### src/sv/qmlw_pkg.sv
// Shared types, register codes and reset values for the quad motor lag wrench step block.
package qmlw_pkg;

  // Fraction bits of the stored motor speed
  localparam int unsigned SpeedFracBitsDef = 16;

  // Motor count and field widths
  localparam int unsigned NumMotors = 4;
  localparam int unsigned CmdW      = 16;
  localparam int unsigned SqW       = 32;
  localparam int unsigned CfgIdxW   = 3;
  localparam int unsigned CfgDataW  = 18;
  localparam int unsigned InDataW   = 64;
  localparam int unsigned OutDataW  = 144;

  // Register reset values
  localparam logic [13:0] MinSpeedRst    = 14'd1500;
  localparam logic [13:0] MaxSpeedRst    = 14'd7500;
  localparam logic [15:0] LagGainRst     = 16'd1311;
  localparam logic [17:0] ThrustCoeffRst = 18'd61023;
  localparam logic [17:0] ArmCoeffRst    = 18'd10374;
  localparam logic [17:0] YawCoeffRst    = 18'd846;

  // Register indexes on the configuration channel
  typedef enum logic [CfgIdxW-1:0] {
    REG_MIN_SPEED    = 3'd0,
    REG_MAX_SPEED    = 3'd1,
    REG_LAG_GAIN     = 3'd2,
    REG_THRUST_COEFF = 3'd3,
    REG_ARM_COEFF    = 3'd4,
    REG_YAW_COEFF    = 3'd5
  } reg_idx_e;

  // Configuration register file
  typedef struct packed {
    logic [13:0] min_speed;
    logic [13:0] max_speed;
    logic [15:0] lag_gain;
    logic [17:0] thrust_coeff;
    logic [17:0] arm_coeff;
    logic [17:0] yaw_coeff;
  } cfg_t;

  // Wrench result handed from the wrench unit to the output register
  typedef struct packed {
    logic               valid;
    logic        [19:0] thrust;
    logic signed [17:0] roll;
    logic signed [17:0] pitch;
    logic signed [17:0] yaw;
  } res_t;

endpackage

### src/sv/qmlw_ram.sv
// Generic single write port, single read port RAM with registered read data.
module qmlw_ram #(
  parameter int unsigned WIDTH = 32,
  parameter int unsigned DEPTH = 4
) (
  input  logic                     clk_i,
  input  logic                     we_i,
  input  logic [$clog2(DEPTH)-1:0] waddr_i,
  input  logic [WIDTH-1:0]         wdata_i,
  input  logic                     re_i,
  input  logic [$clog2(DEPTH)-1:0] raddr_i,
  output logic [WIDTH-1:0]         rdata_o
);

  logic [WIDTH-1:0] mem_q [DEPTH];
  logic [WIDTH-1:0] rdata_q;

  // Write and registered read
  always_ff @(posedge clk_i) begin
    if (we_i) begin
      mem_q[waddr_i] <= wdata_i;
    end
    if (re_i) begin
      rdata_q <= mem_q[raddr_i];
    end
  end

  assign rdata_o = rdata_q;

endmodule

### src/sv/qmlw_motor.sv
// Motor speed unit: read, lag update and write back of the speed memory, then squares.
module qmlw_motor #(
  parameter int unsigned SPEED_FRAC_BITS = qmlw_pkg::SpeedFracBitsDef
) (
  input  logic                                                  clk_i,
  input  logic                                                  rst_ni,
  input  logic                                                  start_i,
  input  logic                                                  preset_i,
  input  logic [qmlw_pkg::NumMotors-1:0][qmlw_pkg::CmdW-1:0]    cmd_i,
  input  qmlw_pkg::cfg_t                                        cfg_i,
  output logic                                                  done_o,
  output logic [qmlw_pkg::NumMotors-1:0][qmlw_pkg::SqW-1:0]     sq_o,
  output logic [qmlw_pkg::NumMotors-1:0][qmlw_pkg::CmdW-1:0]    speed_o
);

  localparam int unsigned SpW   = qmlw_pkg::CmdW + SPEED_FRAC_BITS;
  localparam int unsigned ProdW = SpW + 1 + 17;
  localparam int unsigned DeltW = ProdW - 16;
  localparam int unsigned IdxW  = $clog2(qmlw_pkg::NumMotors);
  localparam logic [IdxW-1:0] LastIdx = IdxW'(qmlw_pkg::NumMotors - 1);

  // Request latch
  logic                                               preset_q;
  logic [qmlw_pkg::NumMotors-1:0][qmlw_pkg::CmdW-1:0] cmd_q;

  // Issue stage
  logic            iss_act_q, iss_act_d;
  logic [IdxW-1:0] iss_idx_q, iss_idx_d;
  logic [qmlw_pkg::NumMotors-1:0] ent_vld_q;

  // Multiply stage
  logic            s1_vld_q;
  logic [IdxW-1:0] s1_idx_q;
  logic            s1_ent_q;

  // Write back stage
  logic                    s2_vld_q;
  logic [IdxW-1:0]         s2_idx_q;
  logic [SpW-1:0]          s2_cur_q;
  logic signed [ProdW-1:0] s2_prod_q;

  // Square stage
  logic                      s3_vld_q;
  logic [IdxW-1:0]           s3_idx_q;
  logic [qmlw_pkg::CmdW-1:0] s3_whole_q;

  logic                                               done_q;
  logic [qmlw_pkg::NumMotors-1:0][qmlw_pkg::SqW-1:0]  sq_q;
  logic [qmlw_pkg::NumMotors-1:0][qmlw_pkg::CmdW-1:0] speed_q;

  logic [SpW-1:0]            rdata;
  logic [SpW-1:0]            cur;
  logic [qmlw_pkg::CmdW-1:0] cmd_sel;
  logic [qmlw_pkg::CmdW-1:0] cmd_clamp;
  logic [SpW-1:0]            target;
  logic signed [SpW:0]       diff;
  logic signed [ProdW-1:0]   prod;
  logic signed [DeltW-1:0]   delta;
  logic signed [DeltW-1:0]   sum;
  logic [SpW-1:0]            new_speed;
  logic [SpW-1:0]            preset_speed;

  qmlw_ram #(
    .WIDTH (SpW),
    .DEPTH (qmlw_pkg::NumMotors)
  ) u_speed_ram (
    .clk_i   (clk_i),
    .we_i    (s2_vld_q),
    .waddr_i (s2_idx_q),
    .wdata_i (new_speed),
    .re_i    (iss_act_q),
    .raddr_i (iss_idx_q),
    .rdata_o (rdata)
  );

  // Advance the read address over the four motors
  always_comb begin
    iss_act_d = iss_act_q;
    iss_idx_d = iss_idx_q;
    if (start_i) begin
      iss_act_d = 1'b1;
      iss_idx_d = '0;
    end else if (iss_act_q) begin
      iss_idx_d = iss_idx_q + 1'b1;
      if (iss_idx_q == LastIdx) begin
        iss_act_d = 1'b0;
      end
    end
  end

  // Clamp the command and form the lag product
  always_comb begin
    cur     = s1_ent_q ? rdata : '0;
    cmd_sel = cmd_q[s1_idx_q];
    if (cmd_sel > {2'b00, cfg_i.max_speed}) begin
      cmd_clamp = {2'b00, cfg_i.max_speed};
    end else if (cmd_sel < {2'b00, cfg_i.min_speed}) begin
      cmd_clamp = {2'b00, cfg_i.min_speed};
    end else begin
      cmd_clamp = cmd_sel;
    end
    target = {cmd_clamp, {SPEED_FRAC_BITS{1'b0}}};
    diff   = $signed({1'b0, target}) - $signed({1'b0, cur});
    prod   = ProdW'(diff * $signed({1'b0, cfg_i.lag_gain}));
  end

  // Apply the floored delta, or load the preset speed
  always_comb begin
    delta        = DeltW'(s2_prod_q >>> 16);
    sum          = $signed({2'b00, s2_cur_q}) + delta;
    preset_speed = {cmd_q[s2_idx_q], {SPEED_FRAC_BITS{1'b0}}};
    new_speed    = preset_q ? preset_speed : sum[SpW-1:0];
  end

  // Control state
  always_ff @(posedge clk_i or negedge rst_ni) begin
    if (!rst_ni) begin
      iss_act_q <= 1'b0;
      iss_idx_q <= '0;
      ent_vld_q <= '0;
      s1_vld_q  <= 1'b0;
      s2_vld_q  <= 1'b0;
      s3_vld_q  <= 1'b0;
      done_q    <= 1'b0;
    end else begin
      iss_act_q <= iss_act_d;
      iss_idx_q <= iss_idx_d;
      s1_vld_q  <= iss_act_q;
      s2_vld_q  <= s1_vld_q;
      s3_vld_q  <= s2_vld_q;
      done_q    <= s3_vld_q && (s3_idx_q == LastIdx);
      if (s2_vld_q) begin
        ent_vld_q[s2_idx_q] <= 1'b1;
      end
    end
  end

  // Payload pipeline
  always_ff @(posedge clk_i) begin
    if (start_i) begin
      preset_q <= preset_i;
      cmd_q    <= cmd_i;
    end
    s1_idx_q   <= iss_idx_q;
    s1_ent_q   <= ent_vld_q[iss_idx_q];
    s2_idx_q   <= s1_idx_q;
    s2_cur_q   <= cur;
    s2_prod_q  <= prod;
    s3_idx_q   <= s2_idx_q;
    s3_whole_q <= new_speed[SpW-1:SPEED_FRAC_BITS];
    if (s2_vld_q) begin
      speed_q[s2_idx_q] <= new_speed[SpW-1:SPEED_FRAC_BITS];
    end
    if (s3_vld_q) begin
      sq_q[s3_idx_q] <= s3_whole_q * s3_whole_q;
    end
  end

  assign done_o  = done_q;
  assign sq_o    = sq_q;
  assign speed_o = speed_q;

  // Read and write back never touch the same entry in one cycle
  a_rw_distinct: assert property (@(posedge clk_i) disable iff (!rst_ni)
    (iss_act_q && s2_vld_q) |-> (iss_idx_q != s2_idx_q))
    else $error("speed memory read and write hit the same entry");

  // A new request only enters an empty pipeline
  a_start_empty: assert property (@(posedge clk_i) disable iff (!rst_ni)
    start_i |-> !(iss_act_q || s1_vld_q || s2_vld_q || s3_vld_q))
    else $error("request started while motor pipeline busy");

  // Completion is a single pulse per request
  a_done_pulse: assert property (@(posedge clk_i) disable iff (!rst_ni)
    done_q |=> !done_q)
    else $error("motor completion repeated");

endmodule

### config.mk
export PLATFORM = sky130hd
export DESIGN_NAME = qmlw_motor
export DESIGN_NICKNAME = d
export VERILOG_FILES = /design/src/sv/qmlw_pkg.sv /design/src/sv/qmlw_ram.sv /design/src/sv/qmlw_motor.sv
export SDC_FILE = /design/constraint.sdc
export NUM_CORES = 2
export LEC_CHECK = 0
export BUFFER_PORTS_ARGS = -buffer_cell sky130_fd_sc_hd__clkbuf_2
export CAP_MARGIN = 20
export CORE_MARGIN = 3
export CORE_UTILIZATION = 25
export CTS_CLUSTER_SIZE = 40
export DETAILED_ROUTE_END_ITERATION = 16
export SYNTH_ARGS = -nofsm -noshare
export SYNTH_HDL_FRONTEND = slang
export SYNTH_HIERARCHICAL = 1
export SYNTH_SLANG_ARGS = --single-unit
### constraint.sdc
create_clock -name clk_i -period 9.75 [get_ports clk_i]
set_clock_uncertainty 0.1 [all_clocks]
set_input_delay 0.4875 -clock clk_i [delete_from_list [all_inputs] [get_ports clk_i]]
set_output_delay 0.4875 -clock clk_i [all_outputs]
set_load 0.05 [all_outputs]
==> flow_metrics.py <==
metrics = {
    "outcome": {
        "status": "finished with violations",
        "violations": "setup timing",
    },
    "drt": {
        "dr.pass1.iters": 5,
        "drt-total-wl_um": 122000,
        "drtIter0Drc": 1679,
        "remaining_drc_errors": 0,
        "antenna_left": 0,
        "wire_per_inst_um": 17.5,
        "via_count": 30168,
        "vias_per_cell": 4.34,
    },
    "setup_path": {
        "critPathMaxStageDelay_ns": 0.62,
        "worstPathArrival_ns": 10.55,
        "end_kind": "flop",
        "cp_max_fo": 8,
        "crit_top_cell": "fa_1",
        "crit_type": "flop to flop",
        "required_ns": 10.21,
        "crit_path_start_kind": "flop",
        "critPathTopFamily": "adder cells",
        "cp_slowest_cell": "mux4_2",
        "path_buf_inv": 10,
    },
    "timing": {
        "setup_ws_ns": -0.341,
        "relSlewSlack": 0.187,
        "grt_setup_unrepaired": "true",
        "timing.final.crit_share": 1.03,
        "fin_crit_ns": 10.09,
        "hold_viol_final": 0,
        "max_clock_freq_mhz": 99.1,
        "report.final.slew_viol_count": 0,
        "worst_pin_slew_ns": 1.21,
        "finalSetupViolCount": 13,
    },
    "logic_synthesis": {
        "ys.flop_type": "edfxtp_1",
        "synth_edf_count": 413,
        "synth_cell_types": 78,
        "yosys_register_bits": 511,
        "syn_avg_cell_area_um2": 11.2,
        "yosysSeqAreaShare": 0.323,
        "synth_warnings": 6,
        "syn_inst": 3974,
        "async_reset_ff_frac": 0.0215,
        "syn_area_um2": 44700,
    },
    "hold_path": {
        "hp-class": "primary input to async pin",
    },
    "layout": {
        "utilization": 0.310,
        "stdcell_count": 6959,
        "final_common_cell": "inv_1",
        "area_growth_pct": 22.7,
        "drive_gt1_frac": 0.212,
        "finalNetCount": 5672,
        "final_cell_area_um2": 54800,
        "layout_common_cells": "846 x inv_1, 637 x fa_1, 416 x nand2_1",
    },
    "clocking": {
        "cts-root-to-sink-buffers": 3,
        "root_buffer": "clkbuf_16",
        "clock_latency_ns": 0.64,
        "cts.sink_count": 511,
        "cts_buffers": 56,
        "cts_htree_levels": 2,
        "cts.clk_slew.worst_paths_ns": 0.06,
        "cts_tree": "done",
    },
    "grt": {
        "grt_pass1_wl_um": 189000,
        "grt_max_degree": 69,
        "gr-total-overflow": 0,
        "grt_usage": 0.131,
        "grtUsageMet1": 0.168,
        "grt_pass1_vias": 32311,
        "use_met2": 0.228,
        "gr-max-usage-layer": "met2",
        "grt.met3_usage": 0.0196,
        "antenna_found_initial": 3,
    },
    "placed_design": {
        "dp_cells": 6729,
        "place_area_um2": 50600,
        "io_buffers": 300,
        "globalplace.congestion": 0.869,
        "dp_hpwl_um": 95800,
    },
    "floorplan": {
        "num_rows": 154,
        "die_w_um": 429,
        "fp.dieH_um": 429,
        "pin_count": 359,
        "core_area_um2": 177000,
        "start_util": 0.253,
        "dieArea_um2": 184000,
    },
    "flow_run": {
        "maxCapViolCount": 0,
    },
}
-- worst register-to-register path, delay by kind of cell (launching register included) --
family,cells,cell delay [ns]
AOI/OAI and AO/OA,16,2.59
xor gates and xnor gates,1,0.13
adders and majority gates,9,3.86
buffers and inverters,10,1.13
DFF,1,0.34
muxes,2,0.76
and+or+nand+nor,8,1.15
-- through the flow --
stage          worst slack [ns]  hold slack [ns]  TNS (ns)
6_report                 -0.341            0.241     -2.80
5_1_grt                  -0.742            0.263     -9.11
4_1_cts                  -0.265            0.197     -2.12
3_5_place_dp             -0.759            0.242     -7.97
3_3_place_gp             -0.671            0.239     -6.85
2_1_floorplan           0.00354           0.0919         0
-- final timing paths --
kind,from,endpoint,slack (ns),depth (start not counted)
setup / recovery,s1_idx_q[0]$_DFF_P_,s2_prod_q[45]$_DFF_P_,-0.34,46
hold / removal,rst_ni,done_o$_DFF_PN0_,0.24,2
setup reg to reg,s1_idx_q[0]$_DFF_P_,s2_prod_q[45]$_DFF_P_,-0.34,46
hold reg to reg,s1_vld_q$_DFF_PN0_,s2_vld_q$_DFF_PN0_,0.24,0
max in group asynchronous,rst_ni,iss_idx_q[0]$_DFFE_PN0P_,8.98,2
min in group clk_i,s1_vld_q$_DFF_PN0_,s2_vld_q$_DFF_PN0_,0.24,0
-- synth_stat cells (28+ instances only) --
master | number | share of area
dfxtp_1 | 87 | 0.039
mux4_2 | 61 | 0.031
clkbuf_1 | 111 | 0.0093
xnor2_1 | 86 | 0.017
inv_1 | 871 | 0.073
fa_1 | 649 | 0.29
edfxtp_1 | 413 | 0.28
xor2_1 | 38 | 0.0074
ha_1 | 288 | 0.081
nor3_1 | 28 | 0.0031
a21oi_1 | 93 | 0.010
o21ai_0 | 58 | 0.0065
a21o_1 | 41 | 0.0069
mux2i_1 | 29 | 0.0065
nand2_1 | 430 | 0.036
nor2_1 | 98 | 0.0082
and3_1 | 45 | 0.0063
and2_1 | 271 | 0.038
-- logic make-up after synthesis --
kind of cell             Yosys count  synth area share
AO/OA/AOI/OAI                    313            0.0462
XOR/XNOR                         127            0.0254
adder cells (fa/ha/maj)          940             0.372
buffers and inverters           1008            0.0870
flip-flops                       511             0.323
multiplexers                      94            0.0389
other                              1         0.0000839
AND/OR/NAND/NOR                  980             0.107
-- area by class of cell --
type | instances | area, um2
clock buffer | 66 | 1470
timing repair buffer | 669 | 4690
inverter | 871 | 3270
sequential | 511 | 14400
fill | 18004 | 122000
clock inverter | 40 | 477
antenna | 2 | 5.00
multi-input combinational | 2460 | 27600
tap | 2340 | 2930
-- flip-flops by register name, summed over array words and instances, names as in the netlist, 2 cells and up --
name                 cells
s3_whole_q              16
u_speed_ram/mem_q      128
s2_idx_q                 2
ent_vld_q                4
iss_idx_q                2
sq_o                   124
s1_idx_q                 2
cmd_q                   64
u_speed_ram/rdata_o     32
s2_prod_q               32
s2_cur_q                32
s3_idx_q                 2
speed_o                 64
-- layer usage --
layer	vias up	routed length [um]
met1	15469	50500
met2	816	60600
met4	2	4090
met3	164	6450
met5	-	7
li1	13717	-
-- repair_timing --
item | CTS | global route
endpoints found under the setup margin | 18 | 24
endpoints found under the hold margin | 76 | 0
pin swaps | 94 | 141
resized for setup | 116 | 142
gates cloned | 0 | 0
hold buffers | 66 | 0
setup buffers | 26 | 31
Power is left out: the tool's default activity adds up to more than one toggle a clock period on the data nets, which glitch-free logic cannot reach.
